## src/hdl/dtt_pkg.sv

```systemverilog
package dtt_pkg;

    localparam int ELAPSED_W = 16;
    localparam int ACCUM_W   = 32;
    localparam int COUNT_W   = 8;
    localparam int CFG_IDX_W = 2;
    localparam int CFG_DATA_W = 8;

    localparam logic [CFG_IDX_W-1:0] CFG_TIMER_ENABLE = 2'd0;
    localparam logic [CFG_IDX_W-1:0] CFG_CLOCK_SELECT = 2'd1;
    localparam logic [CFG_IDX_W-1:0] CFG_RELOAD_VALUE = 2'd2;

    localparam logic [1:0] SEL_4096   = 2'd0;
    localparam logic [1:0] SEL_262144 = 2'd1;
    localparam logic [1:0] SEL_65536  = 2'd2;
    localparam logic [1:0] SEL_16384  = 2'd3;

    localparam logic [ACCUM_W-1:0] DIV_PERIOD_NS = ACCUM_W'(1000000000 / 16384);
    localparam logic [ACCUM_W-1:0] ACCUM_MAX     = {ACCUM_W{1'b1}};

    typedef struct packed {
        logic                 timer_enable;
        logic [1:0]           clock_select;
        logic [COUNT_W-1:0]   reload_value;
    } cfg_t;

    typedef struct packed {
        logic [ACCUM_W-1:0] tima_accum;
        logic [ACCUM_W-1:0] div_accum;
        logic [COUNT_W-1:0] tima_count;
        logic [COUNT_W-1:0] div_count;
    } state_t;

    function automatic logic [ACCUM_W-1:0] tima_period(input logic [1:0] sel);
        logic [ACCUM_W-1:0] p;
        unique case (sel)
            SEL_4096:   p = ACCUM_W'(1000000000 / 4096);
            SEL_262144: p = ACCUM_W'(1000000000 / 262144);
            SEL_65536:  p = ACCUM_W'(1000000000 / 65536);
            SEL_16384:  p = ACCUM_W'(1000000000 / 16384);
            default:    p = ACCUM_W'(1000000000 / 4096);
        endcase
        return p;
    endfunction

    function automatic logic [ACCUM_W-1:0] sat_add(input logic [ACCUM_W-1:0] acc,
                                                   input logic [ELAPSED_W-1:0] add);
        logic [ACCUM_W:0] sum;
        sum = {1'b0, acc} + {{(ACCUM_W + 1 - ELAPSED_W){1'b0}}, add};
        return sum[ACCUM_W] ? ACCUM_MAX : sum[ACCUM_W-1:0];
    endfunction

endpackage

```

## src/hdl/dtt_step.sv

```systemverilog
module dtt_step
    import dtt_pkg::*;
(
    input  cfg_t                 cfg,
    input  state_t               state,
    input  logic [ELAPSED_W-1:0] elapsed_ns,
    output state_t               state_next,
    output logic                 timer_irq
);

    logic [ACCUM_W-1:0] tima_sum;
    logic [ACCUM_W-1:0] div_sum;
    logic [COUNT_W-1:0] tima_inc;
    logic               tima_hit;
    logic               div_hit;

    assign tima_sum = sat_add(state.tima_accum, elapsed_ns);
    assign div_sum  = sat_add(state.div_accum, elapsed_ns);
    assign tima_hit = cfg.timer_enable && (tima_sum >= tima_period(cfg.clock_select));
    assign div_hit  = div_sum >= DIV_PERIOD_NS;
    assign tima_inc = state.tima_count + COUNT_W'(1);

    always_comb
    begin
        state_next = state;
        timer_irq  = 1'b0;
        state_next.tima_accum = tima_sum;
        state_next.div_accum  = div_sum;
        if (tima_hit)
        begin
            state_next.tima_accum = '0;
            if (tima_inc == '0)
            begin
                state_next.tima_count = cfg.reload_value;
                timer_irq = 1'b1;
            end
            else
            begin
                state_next.tima_count = tima_inc;
            end
        end
        if (div_hit)
        begin
            state_next.div_accum = '0;
            state_next.div_count = state.div_count + COUNT_W'(1);
        end
    end

endmodule

```

## src/hdl/div_tima_timer.sv

```systemverilog
// channel | dir | tdata (low bit up)                  | tuser
// s_*     | in  | elapsed_ns[15:0]                    | -
// m_*     | out | tima_value[7:0], div_value[15:8]    | timer_irq[0]
// cfg_*   | in  | write: cfg_index, cfg_data          | -
// One request per cycle sustained while m_tready is high; m_tvalid is registered.
// The request sits in an input register, the timer state and result update as
// it moves into the output register, so s_tready stays high while one result
// waits. Reset (rst_n low, asynchronous) clears state, config and valids.
// s_tready drops only with both the input and the output register full.
module div_tima_timer
    import dtt_pkg::*;
(
    input  logic                  clk,
    input  logic                  rst_n,
    input  logic                  s_tvalid,
    output logic                  s_tready,
    input  logic [15:0]           s_tdata,   // elapsed_ns[15:0]
    output logic                  m_tvalid,
    input  logic                  m_tready,
    output logic [15:0]           m_tdata,   // tima_value[7:0], div_value[15:8]
    output logic                  m_tuser,   // timer_irq[0]
    input  logic                  cfg_we,
    input  logic [CFG_IDX_W-1:0]  cfg_index,
    input  logic [CFG_DATA_W-1:0] cfg_data
);

    cfg_t                 cfg_reg;
    state_t               state_reg;
    state_t               state_next;
    logic                 in_valid_reg;
    logic [ELAPSED_W-1:0] elapsed_reg;
    logic                 out_valid_reg;
    logic [COUNT_W-1:0]   tima_out_reg;
    logic [COUNT_W-1:0]   div_out_reg;
    logic                 irq_out_reg;
    logic                 irq_next;
    logic                 advance;

    assign advance  = in_valid_reg && (!out_valid_reg || m_tready);
    assign s_tready = !in_valid_reg || advance;

    dtt_step u_step
    (
        .cfg        (cfg_reg),
        .state      (state_reg),
        .elapsed_ns (elapsed_reg),
        .state_next (state_next),
        .timer_irq  (irq_next)
    );

    always_ff @(posedge clk or negedge rst_n)
    begin
        if (!rst_n)
        begin
            cfg_reg <= '0;
        end
        else if (cfg_we)
        begin
            unique case (cfg_index)
                CFG_TIMER_ENABLE: cfg_reg.timer_enable <= cfg_data[0];
                CFG_CLOCK_SELECT: cfg_reg.clock_select <= cfg_data[1:0];
                CFG_RELOAD_VALUE: cfg_reg.reload_value <= cfg_data[COUNT_W-1:0];
                default:          cfg_reg <= cfg_reg;
            endcase
        end
    end

    always_ff @(posedge clk or negedge rst_n)
    begin
        if (!rst_n)
        begin
            in_valid_reg  <= 1'b0;
            out_valid_reg <= 1'b0;
            state_reg     <= '0;
        end
        else
        begin
            if (s_tready)
            begin
                in_valid_reg <= s_tvalid;
            end
            if (advance)
            begin
                out_valid_reg <= 1'b1;
                state_reg     <= state_next;
            end
            else if (m_tready)
            begin
                out_valid_reg <= 1'b0;
            end
        end
    end

    always_ff @(posedge clk)
    begin
        if (s_tready && s_tvalid)
        begin
            elapsed_reg <= s_tdata[ELAPSED_W-1:0];
        end
        if (advance)
        begin
            tima_out_reg <= state_next.tima_count;
            div_out_reg  <= state_next.div_count;
            irq_out_reg  <= irq_next;
        end
    end

    assign m_tvalid = out_valid_reg;
    assign m_tdata  = {div_out_reg, tima_out_reg};
    assign m_tuser  = irq_out_reg;

endmodule

```

## config.mk

```make
export PLATFORM = sky130hd
export DESIGN_NAME = div_tima_timer
export DESIGN_NICKNAME = d
export VERILOG_FILES = /design/src/hdl/dtt_pkg.sv /design/src/hdl/dtt_step.sv /design/src/hdl/div_tima_timer.sv
export SDC_FILE = /design/constraint.sdc
export NUM_CORES = 1
export LEC_CHECK = 0
export BUFFER_PORTS_ARGS = -buffer_cell sky130_fd_sc_hd__buf_4
export CORE_MARGIN = 1
export CORE_UTILIZATION = 60
export DETAILED_ROUTE_END_ITERATION = 6
export GPL_TIMING_DRIVEN = 0
export PLACE_DENSITY = 0.79
export SLEW_MARGIN = 20
export SYNTH_ARGS = -nofsm -noshare
export SYNTH_HDL_FRONTEND = slang
export SYNTH_SLANG_ARGS = --single-unit
```

## constraint.sdc

```tcl
create_clock -name clk -period 7.7 [get_ports clk]
set_input_delay 0.77 -clock clk [delete_from_list [all_inputs] [get_ports clk]]
set_output_delay 0.77 -clock clk [all_outputs]
set_load 0.005 [all_outputs]
```

# Word level (Yosys, flattened, before mapping)
# Cells that the tools add are included.
[classes]
add_sub_neg = 4
magnitude_cmp = 2
eq_ne = 5
muxes = 11
n_reduce_logical = 14
[op_table]
columns = ["op", "n"]
rows = [
  ["$mux 32", 4],
  ["$pmux 32 s4", 1],
  ["$add 32x16->33", 2],
  ["$ge 32x16->1 const B", 1],
  ["$ge 32x32->1", 1],
  ["$mux 8", 3],
  ["$add 8x1->8 const B", 2],
  ["$logic_not 8->1", 1],
  ["$eq 2x2->1 const B", 3],
  ["$reduce_and 2->1", 3],
  ["$eq 2x1->1 const B", 2],
  ["$logic_not 2->1", 2],
  ["$logic_and 1x1->1", 3],
  ["$mux 1", 3],
  ["$logic_not 1->1", 2],
  ["$logic_or 1x1->1", 2],
  ["$reduce_bool 2->1", 1],
]
[totals]
register_bits = 126
input_bits = 31
output_inout_bits = 19
word_cells = 49

# Depth between registers and ports, before layout
[depth]
ltp_word = 5
depth_mapped = 21
mapped_depth_nobuf = 20

# Cells and area by module
# From an unflattened synthesis, not the netlist that was laid out.
[unflattened]
hier_cells = 847
hier_area_um2 = 8538.2
[modules_own_cells]
columns = ["module", "instances", "cells_per_inst", "area_each_um2", "seq_area_each_um2"]
rows = [
  ["div_tima_timer", 1, 235, 4514.3, 3318.2],
  ["dtt_step", 1, 612, 4023.9, 0.0],
]

# Least setup slack after synthesis
# No wires, ideal clock.
[synth_path]
path_kind = "register to register"
start = "register elapsed_reg[0]"
end = "register tima_out_reg[2] (data pin)"
setup_ns = 0.260
arrival_ns = 4.439
t_required_ns = 7.440
path_slack_ns = 3.001
stages_incl_launch_ff = 21
n_path_buf = 1
synth_period_minus_slack_ns = 4.699
path_cell_list = "edfxtp_1 -> ha_1 -> fa_1 -> a21o_1 -> a221oi_4 -> o31a_4 -> nand2_2 -> nand3_1 -> clkbuf_1 -> nand2_1 -> ha_1 -> a21o_1 -> a21o_1 -> a211oi_1 -> o21bai_1 -> a211o_1 -> a2111oi_0 -> and4b_1 -> a21boi_2 -> nand2_1 -> mux2_2"
[synth_lines]
columns = ["item", "line", "rtl"]
rows = [
  ["start: declaration", "div_tima_timer.sv:31", "logic [ELAPSED_W-1:0] elapsed_reg;"],
  ["start signal: assignment", "div_tima_timer.sv:98", "elapsed_reg <= s_tdata[ELAPSED_W-1:0];"],
  ["end signal: assignment", "div_tima_timer.sv:102", "tima_out_reg <= state_next.tima_count;"],
  ["end: declaration", "div_tima_timer.sv:33", "logic [COUNT_W-1:0] tima_out_reg;"],
]

==> tab_implementation.tex <==
\begin{tabular}{lr}
\hline
Metric & Value \\
\hline
\multicolumn{2}{l}{\textbf{Yosys}} \\
\quad Netlist area before placement & 8460 um2 \\
\quad Net count after synthesis & 1014 \\
\quad Mux contribution to synthesized area & $\sim$3.8\% \\
\quad EDFF count, synth & 33 \\
\quad Number of cells produced by synthesis & just over 900 \\
\quad Part of the Yosys area used for sequential elements & about two fifths \\
\quad Most area-hungry cell type in the Yosys netlist & sky130\_fd\_sc\_hd\_\_dfrtp\_1 \\
\quad Main combinational cell family by area after synthesis & simple AND/OR/NAND/NOR gates \\
\quad Area share of fa/ha/maj cells after synthesis & a little under 9\% \\
\quad Xor-xnor portion of the synthesized cell area & under 10\% \\
\quad Library cells used by synthesis & 78 \\
\quad Post-synthesis register bit count & around 130 \\
\quad Synth Area in Simple Gates & roughly a fifth \\
\quad Synth top area cells & sky130\_fd\_sc\_hd\_\_dfrtp\_1 28\%, sky130\_fd\_sc\_hd\_\_edfxtp\_1 12\%, sky130\_fd\_sc\_hd\_\_ha\_1 8.3\% \\
\quad Post-synthesis async set-or-reset flop share & between 70\% and 80\% \\
\quad Area share of the largest cell type after synthesis & between 20 and 30\% \\
\quad Warnings from Yosys & 0 \\
\quad Prevailing post-synth register cell & sky130\_fd\_sc\_hd\_\_dfrtp\_1 \\
\quad Mean instance size in the synthesized netlist & roughly 9.1 um2 \\
\quad Synthesized-area fraction occupied by ao, oa, aoi and oai cells & about a fifth \\
\multicolumn{2}{l}{\textbf{CTS}} \\
\quad Clock buffer depth & 2 \\
\quad CTS tree & built \\
\quad Clock latency at the later pin of the worst-skew pair & $\sim$0.42 ns \\
\quad Post-CTS setup repair buffer count & 0 \\
\quad Cts hold-fix bufs & 0 \\
\quad Post\_cts resized & 0 \\
\quad TritonCTS sink count & 126 \\
\quad Inserted Clock Buffers & 17 \\
\quad CTS Root Cell & sky130\_fd\_sc\_hd\_\_clkbuf\_16 \\
\quad CTS clk-pin slew, worst paths & approximately 0.06 ns \\
\quad Max H-tree Level & 4 \\
\multicolumn{2}{l}{\textbf{Die}} \\
\quad Initial core utilization & approximately three fifths \\
\quad Core Rows & 43 \\
\quad I/O pin cnt & 50 \\
\quad Die area & 14600 um2 \\
\quad Die Wd & 121 um \\
\quad Die height & 121 um \\
\quad Core Box Area & 13800 um2 \\
\multicolumn{2}{l}{\textbf{Worst setup path}} \\
\quad Crit path required time & between 7 and 8 ns \\
\quad CP endpoint & tima\_out\_reg[5] \\
\quad Worst reg2reg setup slack & $\sim$2 ns \\
\quad Critical register-to-register path startpoint & elapsed\_reg[0] \\
\quad Worst Setup SP & elapsed\_reg[0] \\
\quad Critical Setup Path Class & flip-flop to flip-flop \\
\quad Crit Reg-Reg Endpoint & tima\_out\_reg[5] \\
\quad Worst setup EP type & flip-flop \\
\quad Critical path fanouts, max & 10 \\
\quad Path depth of the worst reg2reg path & 21 \\
\quad Kind of launch point of the worst setup path & flip-flop \\
\quad Arrival @ worst endpoint & approximately 5.9 ns \\
\multicolumn{2}{l}{\textbf{STA}} \\
\quad Hold Fails Final Rpt & 0 \\
\quad Final period utilization & about three quarters \\
\quad Setup TNS Final & 0 ns \\
\quad Worst slew margin relative to its limit & between 30 and 40\% \\
\quad Maximum clock rate & roughly 180 MHz \\
\quad Worst-margin pin slew & 0.990 ns \\
\quad Final setup violation count & 0 \\
\quad Clock tree skew after final layout & roughly 0.009 ns \\
\quad Final-report max-slew violation count & 0 \\
\quad Minimum clock period after layout & 5.71 ns \\
\quad RSZ-0062 raised after global routing & false \\
\multicolumn{2}{l}{\textbf{Final layout}} \\
\quad Most frequent standard cell in the layout excluding fill and tap cells & sky130\_fd\_sc\_hd\_\_nand2\_1 \\
\quad Max reg flops & 80 \\
\quad Number of non-filler instances in the completed layout & between 1k and 1.5k \\
\quad Filler Cells Inserted & $\sim$1.1k \\
\quad Share of final-layout standard cells stronger than drive strength 1 & between 10\% and 20\% \\
\quad Post-layout net count & approximately 1.1k \\
\quad Antenna diodes & 0 \\
\quad Layout Area Growth over Synthesis & 13.8\% \\
\quad Top library cells by usage in the layout, fill and taps aside & 108 x sky130\_fd\_sc\_hd\_\_nand2\_1, 93 x sky130\_fd\_sc\_hd\_\_dfrtp\_1, 85 x sky130\_fd\_sc\_hd\_\_nor2\_1 \\
\multicolumn{2}{l}{\textbf{Detailed routing}} \\
\quad Ratio of routed vias to standard cells & 6.21 \\
\quad DRT antenna net count & 0 \\
\quad Routed wire length & between 20000 and 25000 um \\
\quad Detailed router's first-iteration violation count & 937 \\
\quad Total via count in the routed design & 7366 \\
\quad Number of design rule violations left after detail routing & 0 \\
\quad Wire length per cell & roughly 19 um \\
\quad Number of iterations in the first detailed-routing pass & 5 \\
\multicolumn{2}{l}{\textbf{Global routing}} \\
\quad Overall track demand over capacity in global routing & around 32\% \\
\quad Leftover overflow at the end of global routing & 0 \\
\quad Via count of the first global-routing pass & 7097 \\
\quad Wire length of the first global-routing pass & between 30000 and 40000 um \\
\quad Antenna violations before repair & 0 \\
\quad Maximum number of pins on one net before global-route repair & 94 \\
\multicolumn{2}{l}{\textbf{Min path}} \\
\quad Worst min-delay path category & primary input to async pin \\
\multicolumn{2}{l}{\textbf{Placed design}} \\
\quad Cell count after placement & 1154 \\
\quad Half-perimeter wire length of the detailed placement result & $\sim$16000 um \\
\quad Number of input and output port buffers inserted & roughly 50 \\
\quad Final weighted congestion in routability-driven placement & 0.980 \\
\multicolumn{2}{l}{\textbf{Job}} \\
\quad Max-capacitance violation count & 0 \\
\multicolumn{2}{l}{\textbf{Status}} \\
\quad Outcome & finished clean \\
\multicolumn{2}{l}{\textbf{Power}} \\
\quad Pwr Density & between 300 and 400 nW/um2 \\
\quad Static leakage & between 0.004 and 0.005 uW \\
\quad Final total power & about 3600 uW \\
\quad Worst voltage drop across the vdd grid & 0.263 mV \\
\hline
\end{tabular}
stage by stage:
step           cell area [um2]  hold WS, ns  setup slack (ns)  util (%)
2_1_floorplan             8460        0.445              3.00         -
5_1_grt                   9630        0.476              1.62      69.6
3_5_place_dp              9060        0.469              2.13      65.5
6_report                  9630        0.381              1.99      69.6
3_3_place_gp              9050        0.465              2.11      65.5
4_1_cts                   9630        0.477              2.06      69.6
cells in the mapped netlist, drive strengths merged, types with 15 or more instances:
cell	count
nor3	18
clkbuf	28
xnor2	36
a21oi	81
nor2	85
edfxtp	33
inv	19
o21ai	37
nand4	17
a21o	17
nand2	109
mux2	21
and2	25
and3	24
ha	56
dfrtp	93
nand3	37
a211oi	15
o31ai	16
worst min path at each step:
stage / start / slack (ns) / to
2_1_floorplan: state_reg[28] / 0.45 / state_reg[28]
3_3_place_gp: state_reg[28] / 0.46 / state_reg[28]
3_5_place_dp: state_reg[28] / 0.47 / state_reg[28]
4_1_cts: rst_n / 0.48 / state_reg[22]
5_1_grt: rst_n / 0.48 / state_reg[20]
6_report: rst_n / 0.38 / state_reg[20]
cell type report:
| class | count | area, um2 | area share, % |
|---|---|---|---|
| buffer | 40 | 171 | 1.78 |
| clock buffer | 18 | 429 | 4.46 |
| clock inverter | 14 | 144 | 1.49 |
| inverter | 20 | 75.1 | 0.780 |
| multi-input combinational | 739 | 4900 | 50.8 |
| sequential | 126 | 3320 | 34.5 |
| tap | 180 | 225 | 2.34 |
| timing repair buffer | 49 | 372 | 3.86 |
where the power goes:
part | switching, uW | internal, uW | leakage, uW
Clock | 314 | 475 | 0.000268
Combinational | 1100 | 754 | 0.00239
Sequential | 121 | 868 | 0.00152
Total | 1530 | 2100 | 0.00418
cells by family after synthesis:
group / Yosys count
buffers and inverters: 60
and+or+nand+nor: 360
muxes: 29
xor gates and xnor gates: 49
DFF: 126
AOI/OAI and AO/OA: 243
adders and majority gates: 58
critical path, cell delays in order (launching register included):
cell and delay (ns):
sky130_fd_sc_hd__edfxtp_1 0.45, sky130_fd_sc_hd__ha_1 0.24, sky130_fd_sc_hd__fa_1 0.41, sky130_fd_sc_hd__a21o_1 0.22
sky130_fd_sc_hd__a221oi_4 0.38, sky130_fd_sc_hd__o31a_4 0.24, sky130_fd_sc_hd__nand2_2 0.12, sky130_fd_sc_hd__nand3_1 0.26
sky130_fd_sc_hd__clkbuf_1 0.45, sky130_fd_sc_hd__nand2_1 0.23, sky130_fd_sc_hd__ha_1 0.25, sky130_fd_sc_hd__a21o_1 0.15
sky130_fd_sc_hd__a21o_1 0.17, sky130_fd_sc_hd__a211oi_1 0.26, sky130_fd_sc_hd__o21bai_1 0.12, sky130_fd_sc_hd__a211o_1 0.22
sky130_fd_sc_hd__a2111oi_0 0.33, sky130_fd_sc_hd__and4b_1 0.35, sky130_fd_sc_hd__a21boi_2 0.12, sky130_fd_sc_hd__buf_2 0.21
sky130_fd_sc_hd__mux2i_1 0.18, sky130_fd_sc_hd__a21oi_1 0.06
routing by layer:
metal	part of all wire, %	up-vias	GRT usage (%)
li1	-	3542	-
met1	45	3526	44.7
met2	47	268	51.9
met3	6.6	30	7.17
met4	1.6	0	8.02
met5	0	-	0
Power figures use the tool's default switching activity.
